**src/design/u16u8_pkg.sv**
```systemverilog
// Shared types and constants for the UTF-16 to UTF-8 transcoder.
`default_nettype none
package u16u8_pkg;

	localparam int unsigned MAX_BYTES = 4;

	localparam logic [7:0]  REPLACEMENT_BYTE = 8'h3F;
	localparam logic [5:0]  HIGH_SURR_TAG    = 6'b110110;
	localparam logic [5:0]  LOW_SURR_TAG     = 6'b110111;
	localparam logic [15:0] ONE_BYTE_LIMIT   = 16'h0080;
	localparam logic [15:0] TWO_BYTE_LIMIT   = 16'h0800;
	localparam logic [20:0] SUPP_BASE        = 21'h10000;
	localparam logic [1:0]  CONT_TAG         = 2'b10;
	localparam logic [2:0]  LEAD2_TAG        = 3'b110;
	localparam logic [3:0]  LEAD3_TAG        = 4'b1110;
	localparam logic [4:0]  LEAD4_TAG        = 5'b11110;

	// One classified unit: the bytes it produces, first byte at index 0.
	typedef struct packed {
		logic [MAX_BYTES-1:0][7:0] bytes;
		logic [2:0]                count;
	} job_t;

endpackage
`default_nettype wire

```
**src/design/u16u8_front.sv**
```systemverilog
// Front end: accepts code units, tracks a pending high surrogate and builds byte jobs.
`default_nettype none
module u16u8_front (
	input  wire logic            clk,
	input  wire logic            arst_n,
	input  wire logic            unit_valid,
	output logic                 unit_stall,
	input  wire logic [15:0]     code_unit,
	input  wire logic            queue_full,
	output logic                 push,
	output u16u8_pkg::job_t      push_job
);
	import u16u8_pkg::*;

	logic        pending_q;
	logic [9:0]  pending_bits_q;
	logic        accept;
	logic        is_high;
	logic        is_low;
	logic [20:0] code_point;
	job_t        enc;
	job_t        job;
	logic        pending_d;
	logic [9:0]  pending_bits_d;

	assign unit_stall = queue_full;
	assign accept     = unit_valid && !queue_full;
	assign is_high    = (code_unit[15:10] == HIGH_SURR_TAG);
	assign is_low     = (code_unit[15:10] == LOW_SURR_TAG);
	assign code_point = SUPP_BASE + {1'b0, pending_bits_q, code_unit[9:0]};

	// Plain encoding of a non-surrogate unit.
	always_comb begin
		enc = '0;
		if (code_unit < ONE_BYTE_LIMIT) begin
			enc.bytes[0] = code_unit[7:0];
			enc.count    = 3'd1;
		end else if (code_unit < TWO_BYTE_LIMIT) begin
			enc.bytes[0] = {LEAD2_TAG, code_unit[10:6]};
			enc.bytes[1] = {CONT_TAG, code_unit[5:0]};
			enc.count    = 3'd2;
		end else begin
			enc.bytes[0] = {LEAD3_TAG, code_unit[15:12]};
			enc.bytes[1] = {CONT_TAG, code_unit[11:6]};
			enc.bytes[2] = {CONT_TAG, code_unit[5:0]};
			enc.count    = 3'd3;
		end
	end

	always_comb begin
		job            = '0;
		pending_d      = pending_q;
		pending_bits_d = pending_bits_q;
		if (code_unit == '0) begin
			if (pending_q) begin
				job.bytes[0] = REPLACEMENT_BYTE;
				job.count    = 3'd1;
			end
			pending_d      = 1'b0;
			pending_bits_d = '0;
		end else if (is_low) begin
			if (pending_q) begin
				job.bytes[0]   = {LEAD4_TAG, code_point[20:18]};
				job.bytes[1]   = {CONT_TAG, code_point[17:12]};
				job.bytes[2]   = {CONT_TAG, code_point[11:6]};
				job.bytes[3]   = {CONT_TAG, code_point[5:0]};
				job.count      = 3'd4;
				pending_d      = 1'b0;
				pending_bits_d = '0;
			end else begin
				job.bytes[0] = REPLACEMENT_BYTE;
				job.count    = 3'd1;
			end
		end else if (is_high) begin
			// An orphaned earlier high surrogate is flagged, the new one is held.
			if (pending_q) begin
				job.bytes[0] = REPLACEMENT_BYTE;
				job.count    = 3'd1;
			end
			pending_d      = 1'b1;
			pending_bits_d = code_unit[9:0];
		end else begin
			if (pending_q) begin
				job.bytes[0] = REPLACEMENT_BYTE;
				job.bytes[1] = enc.bytes[0];
				job.bytes[2] = enc.bytes[1];
				job.bytes[3] = enc.bytes[2];
				job.count    = enc.count + 3'd1;
			end else begin
				job = enc;
			end
			pending_d      = 1'b0;
			pending_bits_d = '0;
		end
	end

	assign push     = accept && (job.count != 3'd0);
	assign push_job = job;

	always_ff @(posedge clk or negedge arst_n) begin
		if (!arst_n) begin
			pending_q      <= 1'b0;
			pending_bits_q <= '0;
		end else if (accept) begin
			pending_q      <= pending_d;
			pending_bits_q <= pending_bits_d;
		end
	end
endmodule
`default_nettype wire

```
**src/design/u16u8_queue.sv**
```systemverilog
// Small job queue between the front end and the byte serializer.
`default_nettype none
module u16u8_queue #(
	parameter int unsigned DEPTH = 4
) (
	input  wire logic            clk,
	input  wire logic            arst_n,
	input  wire logic            push,
	input  wire u16u8_pkg::job_t push_job,
	input  wire logic            pop,
	output logic                 full,
	output logic                 empty,
	output u16u8_pkg::job_t      head_job
);
	import u16u8_pkg::*;

	localparam int unsigned AW = (DEPTH > 1) ? $clog2(DEPTH) : 1;
	localparam int unsigned CW = $clog2(DEPTH + 1);

	job_t          slots_q [DEPTH];
	logic [AW-1:0] wr_ptr_q;
	logic [AW-1:0] rd_ptr_q;
	logic [CW-1:0] fill_q;

	assign full     = (fill_q == CW'(DEPTH));
	assign empty    = (fill_q == '0);
	assign head_job = slots_q[rd_ptr_q];

	always_ff @(posedge clk) begin
		if (push) begin
			slots_q[wr_ptr_q] <= push_job;
		end
	end

	always_ff @(posedge clk or negedge arst_n) begin
		if (!arst_n) begin
			wr_ptr_q <= '0;
			rd_ptr_q <= '0;
			fill_q   <= '0;
		end else begin
			if (push) begin
				wr_ptr_q <= (wr_ptr_q == AW'(DEPTH - 1)) ? '0 : wr_ptr_q + 1'b1;
			end
			if (pop) begin
				rd_ptr_q <= (rd_ptr_q == AW'(DEPTH - 1)) ? '0 : rd_ptr_q + 1'b1;
			end
			if (push && !pop) begin
				fill_q <= fill_q + 1'b1;
			end else if (pop && !push) begin
				fill_q <= fill_q - 1'b1;
			end
		end
	end
endmodule
`default_nettype wire

```
**src/design/u16u8_back.sv**
```systemverilog
// Back end: serializes queued jobs into one output byte per transaction.
`default_nettype none
module u16u8_back (
	input  wire logic            clk,
	input  wire logic            arst_n,
	input  wire logic            queue_empty,
	input  wire u16u8_pkg::job_t head_job,
	output logic                 pop,
	output logic                 byte_valid,
	input  wire logic            byte_stall,
	output logic [7:0]           out_byte,
	output logic                 last_of_run
);
	import u16u8_pkg::*;

	logic [1:0] idx_q;
	logic       valid_q;
	logic [7:0] byte_q;
	logic       last_q;
	logic       load;
	logic       is_last;

	// The output register refills whenever the queue holds a job and the register is empty or being taken.
	assign load    = !queue_empty && (!valid_q || !byte_stall);
	assign is_last = ({1'b0, idx_q} == (head_job.count - 3'd1));
	assign pop     = load && is_last;

	assign byte_valid  = valid_q;
	assign out_byte    = byte_q;
	assign last_of_run = last_q;

	always_ff @(posedge clk) begin
		if (load) begin
			byte_q <= head_job.bytes[idx_q];
			last_q <= is_last;
		end
	end

	always_ff @(posedge clk or negedge arst_n) begin
		if (!arst_n) begin
			valid_q <= 1'b0;
			idx_q   <= '0;
		end else begin
			if (load) begin
				valid_q <= 1'b1;
				idx_q   <= is_last ? '0 : idx_q + 1'b1;
			end else if (!byte_stall) begin
				valid_q <= 1'b0;
			end
		end
	end
endmodule
`default_nettype wire

```
**src/design/utf16_to_utf8_transcoder.sv**
```systemverilog
// Top level of the UTF-16 to UTF-8 transcoder.
`default_nettype none
// Takes one UTF-16 code unit per transaction and gives UTF-8 bytes, one per
// transaction, with last_of_run marking the final byte a unit caused. A unit
// gives zero to four bytes; a high surrogate or a zero unit with nothing
// pending gives none. A unit is accepted in any cycle in which the job queue has
// room, so input runs at one unit per cycle until the output side falls behind;
// sustained throughput is one output byte per cycle while byte_stall is low, set
// by the byte serializer. The first byte of a unit is written into the job queue
// and then into the output register before it is driven on the output.
module utf16_to_utf8_transcoder #(
	parameter int unsigned QUEUE_DEPTH = 4
) (
	input  wire logic        clk,
	input  wire logic        arst_n,
	input  wire logic        unit_valid,
	output logic             unit_stall,
	input  wire logic [15:0] code_unit,
	output logic             byte_valid,
	input  wire logic        byte_stall,
	output logic [7:0]       out_byte,
	output logic             last_of_run
);
	import u16u8_pkg::*;

	logic queue_full;
	logic queue_empty;
	logic push;
	logic pop;
	job_t push_job;
	job_t head_job;

	u16u8_front u_front (
		.clk        (clk),
		.arst_n     (arst_n),
		.unit_valid (unit_valid),
		.unit_stall (unit_stall),
		.code_unit  (code_unit),
		.queue_full (queue_full),
		.push       (push),
		.push_job   (push_job)
	);

	u16u8_queue #(
		.DEPTH (QUEUE_DEPTH)
	) u_queue (
		.clk      (clk),
		.arst_n   (arst_n),
		.push     (push),
		.push_job (push_job),
		.pop      (pop),
		.full     (queue_full),
		.empty    (queue_empty),
		.head_job (head_job)
	);

	u16u8_back u_back (
		.clk         (clk),
		.arst_n      (arst_n),
		.queue_empty (queue_empty),
		.head_job    (head_job),
		.pop         (pop),
		.byte_valid  (byte_valid),
		.byte_stall  (byte_stall),
		.out_byte    (out_byte),
		.last_of_run (last_of_run)
	);
endmodule
`default_nettype wire

```
**config.mk**
```make
export PLATFORM = sky130hd
export DESIGN_NAME = utf16_to_utf8_transcoder
export DESIGN_NICKNAME = d
export VERILOG_FILES = /design/src/design/u16u8_pkg.sv /design/src/design/u16u8_front.sv /design/src/design/u16u8_queue.sv /design/src/design/u16u8_back.sv /design/src/design/utf16_to_utf8_transcoder.sv
export SDC_FILE = /design/constraint.sdc
export NUM_CORES = 1
export LEC_CHECK = 0
export ABC_CLOCK_PERIOD_IN_PS = 4700
export BUFFER_PORTS_ARGS = -buffer_cell sky130_fd_sc_hd__buf_2
export CAP_MARGIN = 20
export CORE_ASPECT_RATIO = 2
export CORE_UTILIZATION = 40
export CTS_CLUSTER_DIAMETER = 30
export DETAILED_ROUTE_END_ITERATION = 8
export PLACE_DENSITY_LB_ADDON = 0.3
export SYNTH_ARGS = -nofsm -noshare
export SYNTH_HDL_FRONTEND = slang
export SYNTH_SLANG_ARGS = --single-unit
```
**constraint.sdc**
```tcl
create_clock -name clk -period 4.7 [get_ports clk]
set_input_delay 0.47 -clock clk [delete_from_list [all_inputs] [get_ports clk]]
set_output_delay 0.47 -clock clk [all_outputs]
set_load 0.02 [all_outputs]
```
==> reports/qor.txt, run 1 <==
Root Driver = clkbuf_16
share of the synthesized area in the top cell type = 58.77%
Pwr Total = 0.004651 W
Ys Warns = 0
synthesized instance count = 459
HP Class = input port to asynchronous set/reset pin
Peak supply drop = 327.1 uV
endpoints failing hold = 0
top-level I/O count = 31
Yosys top cell by area = edfxtp_1
die width = 96.90 um
H-tree depth = 4
clock sink total = 162
post-cts resize count = 0
Max Fclk = 303.9 MHz
Die H = 191.8 um
Netlist cell types = 49
P_leak = 2.873 nW
outcome = finished, final reports clean
most common cell after layout, fill and taps aside = edfxtp_1
fraction of layout cells with a size suffix above 1 = 25.49%
RD Place Congestion = 1.020
ys async rst share = 12.96%
Max-Cap Viols = 0
Rows = 69
Setup crit end kind = flop
cts bufs inserted = 17
Hold Slack = 38.60 ps
Clk Latency, worst-skew pair = 420 ps
final worst clock skew = 7.955 ps
Slew @ Worst Pin = 957.1 ps
fin crit share = 70.01%
port bufs = 30
Vias/cell = 5.846
vias in the first global route = 4,552
initial core utilization = 40.71%
Max clock buf depth = 2
Placed Area = 0.007634 mm2
Core ar. = 0.01770 mm2
CTS tree = built
prevailing post-synth register cell = edfxtp_1
Wirelength per Cell = 23.39 um
clk slew on worst S/H paths = 60 ps
Setup CP Type = flop to flop
CP Data Arrival Time = 3600 ps
Starting DRT DRC Count = 178
Rel. slew slack = 35.60%
CP Data Required Time = 5010 ps
first-pass GRT wire length = 26.12 mm
cts-stage hold buffer count = 0
dominant cells by area after synthesis = edfxtp_1 (59%), mux4_2 (13%), dfrtp_1 (7.3%), a21oi_1 (1.9%), nor2_1 (1.6%)
Die Footprint = 0.01858 mm2
Mapped Avg Cell Area = 15.70 um2
Total Routing Usage GR = 19.35%
DRC errors left = 0
Yosys reg bits = 162
worst-path maximum fanout = 13
Vias = 4,227
drt pass-1 iters = 7
setup slack, reg-to-reg = 1410 ps
largest net degree at the start of global routing = 34
Synth Net Count = 488
Post-Route WL = 16.91 mm
setup repair bufs after CTS = 0
grt total ovfl = 0
antenna violation net count after detailed routing = 0
dpl hpwl = 12.03 mm
area delta synth->final = 13.96%
nets = 526
register area share after synthesis = 66.06%
Worst setup SP type = flop
final setup fails = 0
commonest non-fill, non-tap cells in the layout = edfxtp_1 (141), mux4_2 (40), nor2_1 (30), buf_2 (30), a21oi_1 (27)
Synth Cell Area = 0.007204 mm2
Max Slew Vio Count = 0
post-route minimum period = 3290 ps
initial antenna violation count = 0
antenna fix cells = 0
pwr dens = 566.4 mW/mm2
RSZ-0062 raised after global routing = no
number of synthesized flops with an enable pin = 141
design area = 0.008210 mm2
area by class of cell:
class                   instances  area [um2]
fillers                      1515        9488
flip-flops and latches        162        4761
multi-input cells             259        2310
clock buffers                  19       442.9
well taps                     213       266.5
repair buffers                 44       255.2
clock inverters                13       126.4
inverters                      13       48.80
layer usage:
metal	vias up	global-route usage, %	wire length (um)
met5	-	0	0
met4	0	13.09	816
met3	40	2.875	548
met2	143	36.48	9633
met1	2143	19.35	5913
li1	1901	-	-
power by group:
group | leakage [nW] | switching (W) | internal, W
combinational | 1.03 | 0.000642 | 0.000598
clock | 0.267 | 0.000568 | 0.000751
sequential | 1.57 | 0.000171 | 0.00192
total | 2.87 | 0.00138 | 0.00327
through the flow:
step	utilization (%)	worst slack, ps	TNS (ps)	std cells
after global placement	43.13	1097	0	690
after detailed placement	43.13	1004	0	690
final	46.39	1410	0	723
after CTS	46.35	1364	0	722
after global routing	46.39	1144	0	723
after floorplan	-	-131.7	-17390	459
cell usage after synthesis (all sizes together) (11+ instances only):
cell type / n
nor3: 11
mux4: 40
nand2: 21
dfrtp: 21
edfxtp: 141
o21ai: 23
a21oi: 27
nor4: 11
inv: 12
nor2: 30
clkbuf: 16
nand3: 13
worst paths after layout:
check | start | end | cells after the start
hold reg to reg | u_front.pending_bits_q[0]$_DFFE_PN0P_ | u_front.pending_bits_q[0]$_DFFE_PN0P_ | 2
max in group asynchronous | arst_n | u_queue.rd_ptr_q[0]$_DFFE_PN0P_ | 1
hold / removal | arst_n | u_back.idx_q[0]$_DFFE_PN0P_ | 1
min in group clk | byte_stall | u_back.byte_valid$_DFFE_PN0P_ | 3
setup reg to reg | u_queue.rd_ptr_q[0]$_DFFE_PN0P_ | u_queue.fill_q[1]$_DFFE_PN0P_ | 11
setup / recovery | u_queue.rd_ptr_q[0]$_DFFE_PN0P_ | u_queue.fill_q[1]$_DFFE_PN0P_ | 11
flip-flops by register name, summed over array words and instances (netlist names), 2 cells and up:
name	cells
u_queue.slots_q	132
u_queue.wr_ptr_q	2
u_front.pending_bits_q	10
u_back.out_byte	8
u_queue.fill_q	3
u_back.idx_q	2
u_queue.rd_ptr_q	2
cell families after synthesis:
group,Yosys count,share of synthesized area [%]
buffers and inverters,38,2.153
AO/OA/AOI/OAI,85,7.711
multiplexers,47,13.53
AND/OR/NAND/NOR,109,7.781
XOR/XNOR,9,1.094
flip-flops,162,66.06
adder cells (fa/ha/maj),9,1.667
worst max-delay path, stage by stage (launching register included):
cell     delay (ps)
dfrtp_2         600
mux4_2          580
inv_1            70
ha_1            230
xor2_1          130
nand3_1         150
nor2b_1         310
inv_1           120
ha_1            230
inv_1            80
fa_1            410
mux2_2          270
Power figures use the tool's default switching activity.
==> run 2, diff against run 1 <==
- ABC_CLOCK_PERIOD_IN_PS: 4700 -> 2750
- clock period: 4.7 -> 2.75 ns (I/O delays scaled with it)
==> run 2 against run 1 <==
Routed wire length is 0.39% lower; clock power is 99% higher; hold slack better by 18 ps; largest cell class unchanged; largest power group unchanged.
==> reports/qor.txt, run 2 (synthesized netlist as in run 1, its figures left out) <==
busiest grt layer = met2
CTS tree = built
placed cells = 732 (+6.1%)
routing usage on met3 = 3.857% (+0.98 points)
worst-path maximum fanout = 3 (-10)
Worst R2R End = u_queue.fill_q[1]$_DFFE_PN0P_
Final Non-Filler Cells = 769 (+6.4%)
Total Routing Usage GR = 19.28% (-0.075 points)
top-level I/O count = 31 (unchanged)
clk slew on worst S/H paths = 60 ps (about the same)
outcome = finished, final reports clean
hold path start = byte_stall
final core occ = 49.70% (+3.3 points)
antenna fix cells = 0 (unchanged)
commonest non-fill, non-tap cells in the layout = edfxtp_1 (141), buf_4 (55), mux4_2 (40)
vias in the first global route = 4,680 (+2.8%)
setup ws final = 6.311 ps (-1403 ps)
port bufs = 30 (unchanged)
CP Data Required Time = 3060 ps (-1950 ps)
Placed Area = 0.008075 mm2 (+5.8%)
Slew @ Worst Pin = 754.6 ps (-202.6 ps)
DRC errors left = 0 (unchanged)
dpl hpwl = 11.73 mm (-2.6%)
final setup fails = 0 (unchanged)
Clk Latency, worst-skew pair = 420 ps (about the same)
final worst clock skew = 6.689 ps (-1.266 ps)
most common cell after layout, fill and taps aside = edfxtp_1
Vias/cell = 5.746 (-1.7%)
Worst setup startpoint = u_queue.rd_ptr_q[0]$_DFFE_PN0P_
pre-CTS WS = -66.43 ps (-1071 ps)
met1 Use GR = 20.60% (+1.2 points)
Register-to-Register Path Depth = 11 (unchanged)
area of the multi-input gates = 0.002401 mm2 (+4.0%)
Largest Register = u_queue.slots_q
Setup crit end kind = flop
clock sink total = 162 (unchanged)
initial core utilization = 40.71% (unchanged)
die width = 96.90 um (unchanged)
Hold Crit Depth = 3
P_leak = 3.163 nW (+10%)
fin crit share = 99.77% (+30 points)
cts bufs inserted = 17 (unchanged)
Max Fclk = 364.5 MHz (+20%)
Post-Route WL = 16.85 mm (-0.39%)
RD Place Congestion = 0.9498 (-6.9%)
initial antenna violation count = 0 (unchanged)
grt total ovfl = 0 (unchanged)
RSZ-0062 raised after global routing = yes
Die Footprint = 0.01858 mm2 (unchanged)
pwr dens = 977.9 mW/mm2 (+73%)
Max-Cap Viols = 0 (unchanged)
endpoints failing hold = 0 (unchanged)
Max clock buf depth = 2 (unchanged)
Peak supply drop = 587.9 uV (+80%)
Wirelength per Cell = 21.91 um (-6.3%)
WHS Endpoint = u_back.byte_valid$_DFFE_PN0P_
H-tree depth = 4 (unchanged)
Setup CP Type = flop to flop
first-pass GRT wire length = 26.39 mm (+1.0%)
Filler Cells Inserted = 1,452 (-4.2%)
nets = 572 (+8.7%)
setup slack, reg-to-reg = 6 ps (-1400 ps)
Worst setup SP type = flop
Core ar. = 0.01770 mm2 (unchanged)
Reg area = 0.004761 mm2 (unchanged)
HP Class = input port to flop
area delta synth->final = 22.09%
fraction of layout cells with a size suffix above 1 = 33.27% (+7.8 points)
antenna violation net count after detailed routing = 0 (unchanged)
largest net degree at the start of global routing = 34 (unchanged)
Rows = 69 (unchanged)
Vias = 4,419 (+4.5%)
drt pass-1 iters = 5 (-2)
Largest register FFs = 132 (unchanged)
Rel. slew slack = 49.23% (+14 points)
met2 usage = 35.40% (-1.1 points)
Starting DRT DRC Count = 291 (+63%)
CP Data Arrival Time = 3050 ps (-550 ps)
Root Driver = clkbuf_16
Max Slew Vio Count = 0 (unchanged)
Setup TNS = 0 ps (unchanged)
Die H = 191.8 um (unchanged)
FF-to-FF Start = u_queue.rd_ptr_q[0]$_DFFE_PN0P_
design area = 0.008796 mm2 (+7.1%)
post-route minimum period = 2744 ps (-546.7 ps)
==> run 2: changes by cell type in the layout (fill, tap and decap cells not counted), moves of 2 or more <==
| cell | previous run | this run |
|---|---|---|
| buf_12 | 0 | 4 |
| buf_4 | 14 | 55 |
| bufinv_16 | 1 | 6 |
| clkinv_4 | 2 | 4 |
| clkinvlp_4 | 4 | 1 |
| ha_1 | 8 | 6 |
| inv_1 | 12 | 10 |
| inv_2 | 0 | 2 |
| inv_6 | 5 | 0 |
| nor3b_2 | 4 | 0 |
| nor3b_4 | 0 | 4 |
==> run 2: worst max-delay path, cell delays in order (launching register included) <==
cell     delay, ps
dfrtp_2        390
mux4_2         540
inv_2          100
ha_4           200
xor2_1         120
nand3_1        120
nor2b_2        170
inv_1           70
ha_2           180
inv_2           50
fa_2           420
mux2_2         270
==> run 2: cell type report <==
cell class | instances | share of cell area, %
repair buffers | 90 | 7.425
flip-flops and latches | 162 | 54.13
clock buffers | 18 | 4.879
well taps | 213 | 3.030
multi-input cells | 259 | 27.30
clock inverters | 14 | 2.688
inverters | 13 | 0.5548
==> run 2: worst max path at each step <==
| stage | endpoint | depth (start not counted) |
|---|---|---|
| final | u_queue.fill_q[1]$_DFFE_PN0P_ | 11 |
| after global routing | u_queue.fill_q[1]$_DFFE_PN0P_ | 11 |
| after CTS | u_queue.fill_q[1]$_DFFE_PN0P_ | 11 |
| after detailed placement | u_queue.fill_q[2]$_DFFE_PN0P_ | 12 |
| after global placement | u_queue.fill_q[2]$_DFFE_PN0P_ | 12 |
| after floorplan | u_queue.fill_q[1]$_DFFE_PN0P_ | 13 |
==> run 2: layer usage <==
metal | part of all wire (%) | up-vias
li1 | - | 1992
met1 | 37 | 2262
met2 | 56 | 127
met3 | 3.3 | 38
met4 | 3.9 | 0
met5 | 0 | -
==> run 2: power breakdown <==
| group | switching (W) | internal, W |
|---|---|---|
| Combinational | 0.00129 | 0.00123 |
| Clock | 0.000927 | 0.00170 |
| Sequential | 0.000170 | 0.00328 |
| Total | 0.00239 | 0.00621 |
==> run 2: through the flow <==
step / total power [W] / hold WS, ps
floorplan: 0.005244 / -20.59
global placement: 0.005911 / 280.4
detailed placement: 0.006001 / 288.6
CTS: 0.008670 / 41.07
global route: 0.008982 / 59.89
finish: 0.008601 / 56.73
==> run 2: timing repair <==
action,in CTS,in global routing
setup buffers,3,1
setup endpoints to repair,2,2
resized for setup,0,3
hold buffers,1,0
pin swaps,0,2
hold endpoints to repair,21,0
